## config.mk

```make
export PLATFORM = sky130hd
export DESIGN_NAME = sam_record_prefix_filter_core
export DESIGN_NICKNAME = d
export VERILOG_FILES = /design/src/srpf_pkg.sv /design/src/srpf_parser.sv /design/src/sam_record_prefix_filter_core.sv
export SDC_FILE = /design/constraint.sdc
export NUM_CORES = 1
export LEC_CHECK = 0
export ABC_CLOCK_PERIOD_IN_PS = 4200
export BUFFER_PORTS_ARGS = -buffer_cell sky130_fd_sc_hd__buf_4
export CAP_MARGIN = 20
export CORE_ASPECT_RATIO = 0.8
export CORE_MARGIN = 2
export CORE_UTILIZATION = 30
export CTS_CLUSTER_DIAMETER = 40
export DETAILED_ROUTE_END_ITERATION = 7
export GPL_TIMING_DRIVEN = 0
export PLACE_DENSITY_LB_ADDON = 0.08
export SETUP_SLACK_MARGIN = 0.02
export SLEW_MARGIN = 15
export SYNTH_ARGS = -nofsm -noshare
export SYNTH_HDL_FRONTEND = slang
export SYNTH_HIERARCHICAL = 1
export SYNTH_SLANG_ARGS = --single-unit
export TNS_END_PERCENT = 100
```

## constraint.sdc

```tcl
create_clock -name clock -period 4.2 [get_ports clock]
set_input_delay 0.21 -clock clock [delete_from_list [all_inputs] [get_ports clock]]
set_output_delay 0.21 -clock clock [all_outputs]
set_load 0.01 [all_outputs]
```

## src/srpf_pkg.sv

```systemverilog
package srpf_pkg;

   // Stream characters the parser reacts to
   localparam logic [7:0] CHAR_NUL   = 8'h00;
   localparam logic [7:0] CHAR_TAB   = 8'h09;
   localparam logic [7:0] CHAR_NL    = 8'h0a;
   localparam logic [7:0] CHAR_VT    = 8'h0b;
   localparam logic [7:0] CHAR_FF    = 8'h0c;
   localparam logic [7:0] CHAR_CR    = 8'h0d;
   localparam logic [7:0] CHAR_SPACE = 8'h20;
   localparam logic [7:0] CHAR_PLUS  = 8'h2b;
   localparam logic [7:0] CHAR_MINUS = 8'h2d;
   localparam logic [7:0] CHAR_0     = 8'h30;
   localparam logic [7:0] CHAR_9     = 8'h39;
   localparam logic [7:0] CHAR_COLON = 8'h3a;
   localparam logic [7:0] CHAR_AT    = 8'h40;
   localparam logic [7:0] CHAR_UA    = 8'h41;
   localparam logic [7:0] CHAR_UZ    = 8'h5a;
   localparam logic [7:0] CHAR_UL    = 8'h4c;
   localparam logic [7:0] CHAR_UN    = 8'h4e;
   localparam logic [7:0] CHAR_UQ    = 8'h51;
   localparam logic [7:0] CHAR_US    = 8'h53;
   localparam logic [7:0] CHAR_BAR   = 8'h7c;

   // Alignment records must be longer than this, terminator included
   localparam int unsigned MIN_RECORD_BYTES = 20;
   localparam int unsigned REC_LEN_W        = 5;
   localparam int unsigned PREFIX_TEXT_W    = 48;
   localparam int unsigned PREFIX_LENGTH_W  = 3;

   typedef enum logic {
      CSR_PREFIX_TEXT   = 1'b0,
      CSR_PREFIX_LENGTH = 1'b1
   } srpf_csr_index_type;

   // Per-byte verdict from the parser to the output stage
   typedef struct packed {
      logic byte_kept;
      logic record_end;
      logic record_keep;
   } srpf_result_type;

endpackage

```

## src/srpf_parser.sv

```systemverilog
module srpf_parser import srpf_pkg::*; #(
   parameter int MAX_PREFIX_BYTES = 6
) (
   input  logic                       clock,
   input  logic                       reset,
   input  logic                       advance,
   input  logic [7:0]                 in_byte,
   input  logic [PREFIX_TEXT_W-1:0]   prefix_text,
   input  logic [PREFIX_LENGTH_W-1:0] prefix_length,
   output srpf_result_type            result
);

   localparam int MP_W = $clog2(MAX_PREFIX_BYTES + 2);
   localparam logic [MP_W-1:0] MAX_PLEN = MP_W'(MAX_PREFIX_BYTES);
   localparam logic [REC_LEN_W-1:0] LEN_SAT = REC_LEN_W'(MIN_RECORD_BYTES + 1);
   localparam logic [REC_LEN_W-1:0] LEN_MIN = REC_LEN_W'(MIN_RECORD_BYTES);

   typedef enum logic [13:0] {
      PH_START     = 14'h0001,
      PH_ALN_TABS  = 14'h0002,
      PH_ALN_MATCH = 14'h0004,
      PH_ALN_REST  = 14'h0008,
      PH_HDR_S     = 14'h0010,
      PH_HDR_Q     = 14'h0020,
      PH_HDR_PLAIN = 14'h0040,
      PH_SQ_TAG    = 14'h0080,
      PH_SQ_VALWS  = 14'h0100,
      PH_SQ_VAL    = 14'h0200,
      PH_SQ_SNM    = 14'h0400,
      PH_SQ_NUMWS  = 14'h0800,
      PH_SQ_NUMDIG = 14'h1000,
      PH_SQ_DONE   = 14'h2000
   } phase_type;

   function automatic logic [7:0] fold(input logic [7:0] c);
      fold = (c >= CHAR_UA && c <= CHAR_UZ) ? c + 8'd32 : c;
   endfunction

   function automatic logic is_blank(input logic [7:0] c);
      is_blank = c == CHAR_SPACE || c == CHAR_TAB || c == CHAR_NL ||
                 c == CHAR_VT || c == CHAR_FF || c == CHAR_CR;
   endfunction

   function automatic logic is_digit(input logic [7:0] c);
      is_digit = c >= CHAR_0 && c <= CHAR_9;
   endfunction

   // Tag letters of AS:, SN:, LN: in order
   function automatic logic [7:0] tag_char(input logic [1:0] t, input logic [1:0] p);
      logic [7:0] c;
      c = CHAR_COLON;
      if (p == 2'd0) begin
         if (t == 2'd0) c = CHAR_UA;
         else if (t == 2'd1) c = CHAR_US;
         else c = CHAR_UL;
      end else if (p == 2'd1) begin
         c = (t == 2'd0) ? CHAR_US : CHAR_UN;
      end
      tag_char = c;
   endfunction

   phase_type            phase_ff, phase_in;
   logic [1:0]           tab_ff, tab_in;
   logic [MP_W-1:0]      mp_ff, mp_in;
   logic [REC_LEN_W-1:0] rlen_ff, rlen_in;
   logic                 mismatch_ff, mismatch_in;
   logic                 parsed_ff, parsed_in;
   logic                 strip_ff, strip_in;

   logic [MP_W-1:0] plen;
   logic [MP_W-1:0] mp_inc;
   logic [3:0]      pos;
   logic [63:0]     prefix_ext;
   logic [7:0]      expected;
   logic            hit;
   logic            past_bar;
   logic            rec_long;

   always_comb begin
      if (prefix_length == '0) begin
         plen = MP_W'(1);
      end else if (4'(prefix_length) > 4'(MAX_PREFIX_BYTES)) begin
         plen = MAX_PLEN;
      end else begin
         plen = MP_W'(prefix_length);
      end
   end

   assign prefix_ext = {16'b0, prefix_text};
   assign pos        = 4'(mp_ff);
   assign expected   = (mp_ff < plen) ? prefix_ext[{pos[2:0], 3'b000} +: 8] : CHAR_BAR;
   assign hit        = expected != CHAR_NUL && fold(in_byte) == fold(expected);
   assign mp_inc     = mp_ff + MP_W'(1);
   assign past_bar   = mp_inc > plen;
   assign rlen_in    = (rlen_ff < LEN_SAT) ? rlen_ff + REC_LEN_W'(1) : rlen_ff;
   assign rec_long   = rlen_in > LEN_MIN;

   always_comb begin
      phase_in    = phase_ff;
      tab_in      = tab_ff;
      mp_in       = mp_ff;
      mismatch_in = mismatch_ff;
      parsed_in   = parsed_ff;
      strip_in    = strip_ff;
      result      = '{byte_kept: 1'b1, record_end: 1'b0, record_keep: 1'b0};

      if (in_byte == CHAR_NUL || in_byte == CHAR_NL) begin
         result.record_end = 1'b1;
         unique case (phase_ff)
            PH_START:
               result.record_keep = 1'b0;
            PH_ALN_TABS, PH_ALN_MATCH:
               result.record_keep = 1'b0;
            PH_ALN_REST:
               result.record_keep = rec_long && !mismatch_ff;
            PH_HDR_S, PH_HDR_Q, PH_HDR_PLAIN:
               result.record_keep = 1'b1;
            default:
               result.record_keep = parsed_ff ? !mismatch_ff : !strip_ff;
         endcase
         phase_in    = PH_START;
         tab_in      = '0;
         mp_in       = '0;
         mismatch_in = 1'b0;
         parsed_in   = 1'b0;
         strip_in    = 1'b0;
      end else begin
         unique case (phase_ff)
            PH_START: begin
               if (in_byte == CHAR_AT) begin
                  phase_in = PH_HDR_S;
               end else begin
                  tab_in   = (in_byte == CHAR_TAB) ? 2'd1 : 2'd0;
                  phase_in = PH_ALN_TABS;
               end
            end
            PH_ALN_TABS: begin
               if (in_byte == CHAR_TAB) begin
                  if (tab_ff >= 2'd1) begin
                     tab_in   = 2'd2;
                     mp_in    = '0;
                     phase_in = PH_ALN_MATCH;
                  end else begin
                     tab_in = tab_ff + 2'd1;
                  end
               end
            end
            PH_ALN_MATCH: begin
               if (hit) begin
                  mp_in            = mp_inc;
                  result.byte_kept = 1'b0;
                  if (past_bar) phase_in = PH_ALN_REST;
               end else begin
                  mismatch_in = 1'b1;
                  phase_in    = PH_ALN_REST;
               end
            end
            PH_HDR_S:
               phase_in = (in_byte == CHAR_US) ? PH_HDR_Q : PH_HDR_PLAIN;
            PH_HDR_Q: begin
               if (in_byte == CHAR_UQ) begin
                  tab_in   = '0;
                  mp_in    = '0;
                  phase_in = PH_SQ_TAG;
               end else begin
                  phase_in = PH_HDR_PLAIN;
               end
            end
            PH_SQ_TAG: begin
               if (mp_ff == '0 && is_blank(in_byte)) begin
                  phase_in = PH_SQ_TAG;
               end else if (tab_ff < 2'd3 && mp_ff < MP_W'(3) &&
                            in_byte == tag_char(tab_ff, 2'(mp_ff))) begin
                  if (mp_inc == MP_W'(3)) begin
                     mp_in    = '0;
                     phase_in = (tab_ff == 2'd2) ? PH_SQ_NUMWS : PH_SQ_VALWS;
                  end else begin
                     mp_in = mp_inc;
                  end
               end else begin
                  phase_in = PH_SQ_DONE;
               end
            end
            PH_SQ_VALWS, PH_SQ_SNM: begin
               if (is_blank(in_byte)) begin
                  if (phase_ff == PH_SQ_SNM) begin
                     mismatch_in = 1'b1;
                     tab_in      = 2'd2;
                     mp_in       = '0;
                     phase_in    = PH_SQ_TAG;
                  end
               end else if (phase_ff == PH_SQ_VALWS && tab_ff == 2'd0) begin
                  phase_in = PH_SQ_VAL;
               end else if (hit) begin
                  // SN value: strip matching prefix bytes as they arrive
                  mp_in            = mp_inc;
                  result.byte_kept = 1'b0;
                  strip_in         = 1'b1;
                  phase_in         = past_bar ? PH_SQ_VAL : PH_SQ_SNM;
               end else begin
                  mismatch_in = 1'b1;
                  phase_in    = PH_SQ_VAL;
               end
            end
            PH_SQ_VAL: begin
               if (is_blank(in_byte)) begin
                  tab_in   = tab_ff + 2'd1;
                  mp_in    = '0;
                  phase_in = (tab_ff < 2'd2) ? PH_SQ_TAG : PH_SQ_DONE;
               end
            end
            PH_SQ_NUMWS: begin
               if (!is_blank(in_byte)) begin
                  if (in_byte == CHAR_PLUS || in_byte == CHAR_MINUS) begin
                     phase_in = PH_SQ_NUMDIG;
                  end else begin
                     if (is_digit(in_byte)) parsed_in = 1'b1;
                     phase_in = PH_SQ_DONE;
                  end
               end
            end
            PH_SQ_NUMDIG: begin
               if (is_digit(in_byte)) parsed_in = 1'b1;
               phase_in = PH_SQ_DONE;
            end
            default:
               phase_in = phase_ff;
         endcase
      end
   end

   always_ff @(posedge clock) begin
      if (reset) begin
         phase_ff    <= PH_START;
         tab_ff      <= '0;
         mp_ff       <= '0;
         rlen_ff     <= '0;
         mismatch_ff <= 1'b0;
         parsed_ff   <= 1'b0;
         strip_ff    <= 1'b0;
      end else if (advance) begin
         phase_ff    <= phase_in;
         tab_ff      <= tab_in;
         mp_ff       <= mp_in;
         rlen_ff     <= result.record_end ? '0 : rlen_in;
         mismatch_ff <= mismatch_in;
         parsed_ff   <= parsed_in;
         strip_ff    <= strip_in;
      end
   end

   // A terminator always returns the parser to the start of a record
   a_end_clears: assert property (@(posedge clock) disable iff (reset)
      advance && result.record_end |=> phase_ff == PH_START && rlen_ff == '0)
      else $error("parser state not cleared after record end");

   // Match position never runs past the prefix plus bar
   a_mp_bound: assert property (@(posedge clock) disable iff (reset)
      mp_ff <= MAX_PLEN + MP_W'(1))
      else $error("match position out of range");

   // Stripped bytes only occur while comparing a prefix
   a_strip_phase: assert property (@(posedge clock) disable iff (reset)
      !result.byte_kept |->
         phase_ff == PH_ALN_MATCH || phase_ff == PH_SQ_VALWS || phase_ff == PH_SQ_SNM)
      else $error("byte stripped outside a prefix compare");

endmodule

```

## src/sam_record_prefix_filter_core.sv

```systemverilog
// SAM record prefix filter. Takes a SAM text stream one byte per transaction
// on the req_ channel and returns one rsp_ transaction per byte: the byte
// itself, a flag saying whether it stays in the output (stripped prefix and
// bar bytes carry 0), and on the record terminator (newline or NUL, marked
// with tlast) a verdict to commit or discard the whole record in a
// downstream commit buffer. Alignment records are kept only when longer than
// 20 bytes and their third field begins with the prefix plus a bar, matched
// without regard to case. @SQ headers whose AS, SN and LN tags parse are
// dropped when SN lacks the prefix, otherwise SN loses it; unparsed @SQ
// headers drop if SN was stripped; others pass. The user must set the
// prefix through the csr_ port only while the stream is idle; the block
// does not enforce this. Index 0 writes prefix_text (first byte in the
// low bits), index 1 writes prefix_length. Throughput is one byte per cycle
// unless rsp_ stalls; each response sits in the single output register
// with the parser's verdict, and while stalled holds req_ until taken.
module sam_record_prefix_filter_core import srpf_pkg::*; #(
   parameter int MAX_PREFIX_BYTES = 6
) (
   input  logic                      clock,
   input  logic                      reset,
   // request stream
   input  logic                      req_tvalid,
   output logic                      req_tready,
   input  logic [7:0]                req_tdata,   // [7:0] in_byte
   // response stream
   output logic                      rsp_tvalid,
   input  logic                      rsp_tready,
   output logic [7:0]                rsp_tdata,   // [7:0] out_byte
   output logic                      rsp_tlast,   // record_end
   output logic [1:0]                rsp_tuser,   // [0] byte_kept, [1] record_keep
   // register write channel
   input  logic                      csr_valid,
   output logic                      csr_ready,
   input  logic                      csr_index,
   input  logic [PREFIX_TEXT_W-1:0]  csr_wdata
);

   logic [PREFIX_TEXT_W-1:0]   prefix_text_ff;
   logic [PREFIX_LENGTH_W-1:0] prefix_length_ff;

   logic            rsp_valid_ff;
   logic [7:0]      rsp_byte_ff;
   srpf_result_type rsp_result_ff;
   srpf_result_type result;
   logic            req_fire;

   // Take a new byte whenever the output register is empty or draining
   assign req_tready = !rsp_valid_ff || rsp_tready;
   assign req_fire   = req_tvalid && req_tready;
   assign csr_ready  = 1'b1;

   always_ff @(posedge clock) begin
      if (reset) begin
         prefix_text_ff   <= '0;
         prefix_length_ff <= PREFIX_LENGTH_W'(1);
      end else if (csr_valid) begin
         unique case (srpf_csr_index_type'(csr_index))
            CSR_PREFIX_TEXT:   prefix_text_ff   <= csr_wdata;
            CSR_PREFIX_LENGTH: prefix_length_ff <= csr_wdata[PREFIX_LENGTH_W-1:0];
         endcase
      end
   end

   srpf_parser #(
      .MAX_PREFIX_BYTES (MAX_PREFIX_BYTES)
   ) u_parser (
      .clock         (clock),
      .reset         (reset),
      .advance       (req_fire),
      .in_byte       (req_tdata),
      .prefix_text   (prefix_text_ff),
      .prefix_length (prefix_length_ff),
      .result        (result)
   );

   // Output register: valid under reset, payload loads on every accepted byte
   always_ff @(posedge clock) begin
      if (reset) begin
         rsp_valid_ff <= 1'b0;
      end else if (req_fire) begin
         rsp_valid_ff <= 1'b1;
      end else if (rsp_tready) begin
         rsp_valid_ff <= 1'b0;
      end
   end

   always_ff @(posedge clock) begin
      if (req_fire) begin
         rsp_byte_ff   <= req_tdata;
         rsp_result_ff <= result;
      end
   end

   assign rsp_tvalid = rsp_valid_ff;
   assign rsp_tdata  = rsp_byte_ff;
   assign rsp_tlast  = rsp_result_ff.record_end;
   assign rsp_tuser  = {rsp_result_ff.record_keep, rsp_result_ff.byte_kept};

   // An accepted byte always shows up in the output register next cycle
   a_accept_to_rsp: assert property (@(posedge clock) disable iff (reset)
      req_fire |=> rsp_tvalid)
      else $error("accepted byte did not reach the output register");

   // The verdict is only given on a terminator
   a_keep_on_end: assert property (@(posedge clock) disable iff (reset)
      rsp_tvalid && !rsp_tlast |-> !rsp_tuser[1])
      else $error("record verdict without record end");

   // Record end marks exactly newline and NUL bytes
   a_end_byte: assert property (@(posedge clock) disable iff (reset)
      rsp_tvalid |-> rsp_tlast == (rsp_tdata == CHAR_NL || rsp_tdata == CHAR_NUL))
      else $error("record end does not match terminator byte");

   // A terminator is never stripped
   a_end_kept: assert property (@(posedge clock) disable iff (reset)
      rsp_tvalid && rsp_tlast |-> rsp_tuser[0])
      else $error("terminator marked as stripped");

endmodule

```

==> flow_metrics.env <==
export IMPL_status="completed"
export IMPL_die_h_um=132.5
export IMPL_drv_cap=0
export IMPL_rows=46
export IMPL_tightest_slew_ns=1.090
export IMPL_cts_max_level=3
export IMPL_ys_flop_type="dfxtp_1"
export IMPL_syn_avg_cell_area_um2=8.688
export IMPL_drc_errors=0
export IMPL_clk_pin_slew_ns=0.07
export IMPL_crit_fanout=10
export IMPL_ys_ff_latch=90
export IMPL_drive_above_1_share_pct=17.76
export IMPL_holdWs_ns=0.04864
export IMPL_p_leak_nw=2.803
export IMPL_r2r_slack_ns=0.24
export IMPL_ir_drop_mv=0.1703
export IMPL_ys_types=84
export IMPL_root_buffer="clkbuf_16"
export IMPL_cp_startpoint="u_parser/mp_ff[0]"
export IMPL_min_period_over_period_pct=94.36
export IMPL_critPathCapture="u_parser/phase_ff[6]"
export IMPL_placeableCoreArea_mm2=0.02003
export IMPL_cts_buffers=9
export IMPL_io_pins=76
export IMPL_vias=5670
export IMPL_via_per_inst=5.304
export IMPL_grt_overflow=0
export IMPL_grt_pass1_vias=5565
export IMPL_pre_cts_ws_ns=-0.02350
export IMPL_critPathRequiredTime_ns=4.44
export IMPL_clkLatencyLatePin_ns=0.35
export IMPL_wirelength_um=19800
export IMPL_avgRoutedWirePerCell_um=18.52
export IMPL_fin_nets=882
export IMPL_hold_path_class="in -> reg"
export IMPL_nFillCells=2085
export IMPL_setup_ws_ns=0.2369
export IMPL_cts_sinks=90
export IMPL_clock_skew_final_ns=0.01275
export IMPL_finalSetupViolCount=0
export IMPL_die_w_um=164.7
export IMPL_r2r_end="u_parser/phase_ff[6]"
export IMPL_dp_hpwl_um=15580
export IMPL_power_mw=2.230
export IMPL_grt_usage_pct=18.49
export IMPL_synth_edff_count=11
export IMPL_path_class="reg -> reg"
export IMPL_worst_setup_path_start_kind="flop"
export IMPL_postRouteAntennaNets=0
export IMPL_grt_max_degree=17
export IMPL_syn_nets=795
export IMPL_powerDensity_mw_per_mm2=299.9
export IMPL_finalHoldViolCount=0
export IMPL_cts_tree="built"
export IMPL_ys_warn_count=6
export IMPL_diodes=0
export IMPL_dieArea_mm2=0.02182
export IMPL_antenna_found_initial=0
export IMPL_gp_congestion=0.8847
export IMPL_async_reset_ff_share_pct=0
export IMPL_reg2reg_from="u_parser/mp_ff[0]"
export IMPL_max_freq_ghz=0.2523
export IMPL_drt_iter0_drc=426
export IMPL_endpoint_kind="flop"
export IMPL_portBuffers=74
export IMPL_arrival_ns=4.21
export IMPL_first_pass_iters=7
export IMPL_relSlewSlack_pct=26.28
export IMPL_syn_inst=713
export IMPL_period_needed_ns=3.963
export IMPL_synth_area_mm2=0.006195
export IMPL_min_path_cells=1
export IMPL_fin_cells=1069
export IMPL_dpl_cell_count=1051
export IMPL_rsz0062_at_grt="no"
export IMPL_drv_slew=0
export IMPL_syn2layout_area_growth_pct=20.04
export IMPL_yosysSeqAreaShare_pct=30.86
export IMPL_start_util_pct=30.93
export IMPL_grt_pass1_wl_um=31190
export IMPL_rr_worst_depth=16
export IMPL_clock_path_buffers=2
flip-flops by register name, summed over array words and instances, names as in the netlist, 2 cells and up:
name	cells
prefix_text_ff	48
u_parser/phase_ff	14
rsp_tdata	8
u_parser/rlen_ff	5
prefix_length_ff	3
u_parser/mp_ff	3
rsp_tuser	2
u_parser/tab_ff	2
logic make-up after synthesis:
logic type / share of synthesized area, %
buffers and inverters: 5.474
multiplexers: 7.574
AND/OR/NAND/NOR: 33.71
other: 0.06054
flip-flops: 30.86
adder cells (fa/ha/maj): 4.201
AO/OA/AOI/OAI: 15.86
XOR/XNOR: 2.262
how the worst min path moves through the flow:
| stage | from | endpoint |
|---|---|---|
| after floorplan | req_tdata[0] | rsp_tdata[0] |
| after global placement | req_tdata[4] | rsp_tdata[4] |
| after detailed placement | req_tdata[4] | rsp_tdata[4] |
| after CTS | req_tdata[4] | rsp_tdata[4] |
| after global routing | req_tdata[4] | rsp_tdata[4] |
| final | req_tdata[4] | rsp_tdata[4] |
power breakdown:
group / switching (mW) / internal (mW) / total (mW) / leakage, nW
combinational: 0.198 / 0.175 / 0.374 / 1.89
clock: 0.377 / 0.545 / 0.921 / 0.164
sequential: 0.0285 / 0.906 / 0.935 / 0.749
metal layers:
metal  track usage [%]  up-vias  part of all wire (%)
met5                 0        -                     0
met4             3.816        0                  0.95
met3             3.730       14                   4.7
met2             25.29      112                    39
met1             29.34     2743                    55
li1                  -     2801                     -
layout by cell type (no fill, tap or decap), types with 15 or more instances in the layout:
cell type	n
mux2i_1	24
o21ai_1	47
a21oi_1	20
nand3_1	17
nor2_1	44
nand2b_1	72
ha_1	20
o21ai_0	23
dfxtp_1	78
nand2_1	34
inv_1	24
nor2b_1	15
clkbuf_1	27
nand4bb_1	46
buf_4	81
repair_timing:
item                       in CTS  in global routing
resized for setup               0                  3
pin swaps                       1                  0
setup endpoints to repair       1                  7
hold buffers                    0                  0
setup buffers                   2                  0
through the flow:
step	area, µm²	TNS (ns)	utilization (%)
after floorplan	6195	0	-
after global placement	7081	0	35.35
after detailed placement	7081	-0.02350	35.35
after CTS	7430	0	37.09
after global routing	7436	0	37.13
final	7436	0	37.13
critical path, stage by stage, from the launching register on:
cell and delay (ns):
dfxtp_1 0.36, buf_6 0.17, buf_6 0.16, inv_1 0.11, ha_1 0.20, and3b_1 0.23, nor2_2 0.25, nand2_1 0.17
ha_1 0.30, inv_1 0.07, nand2_1 0.05, or4_1 0.40, a31oi_1 0.17, o21ai_2 0.21, o41a_1 0.46, buf_2 0.20
mux2_1 0.33
Yosys cell counts, types with 6 or more instances:
cell / number / share of area (%)
edfxtp_1: 11 / 5.3
nand3_1: 17 / 1.4
clkbuf_1: 27 / 1.6
xor2_1: 8 / 1.1
a21oi_1: 20 / 1.6
a21o_1: 9 / 1.1
nand4bb_1: 46 / 8.4
nor2b_1: 15 / 1.5
o21ai_0: 23 / 1.9
mux4_2: 6 / 2.2
a31oi_1: 6 / 0.61
o21ai_1: 47 / 3.8
nor2_1: 45 / 2.7
dfxtp_1: 79 / 26
xnor2_1: 8 / 1.1
nand2b_1: 72 / 7.3
inv_1: 24 / 1.5
or4_1: 9 / 1.1
buf_2: 13 / 1.1
nand4_1: 12 / 1.2
or3_1: 7 / 0.71
nand2_1: 34 / 2.1
nor3_1: 12 / 0.97
ha_1: 20 / 4.0
and3_1: 6 / 0.61
mux2i_1: 24 / 3.9
final cells by class:
class,instances,area [µm²],share of cell area (%)
multi-input cells,548,3946,53.07
flip-flops and latches,90,1913,25.73
inverters,25,93.84,1.262
well taps,264,330.3,4.442
plain buffers,50,247.7,3.332
clock inverters,6,95.09,1.279
repair buffers,76,570.5,7.673
clock buffers,10,239.0,3.214
Note: power is estimated with default switching activity, not from simulation.
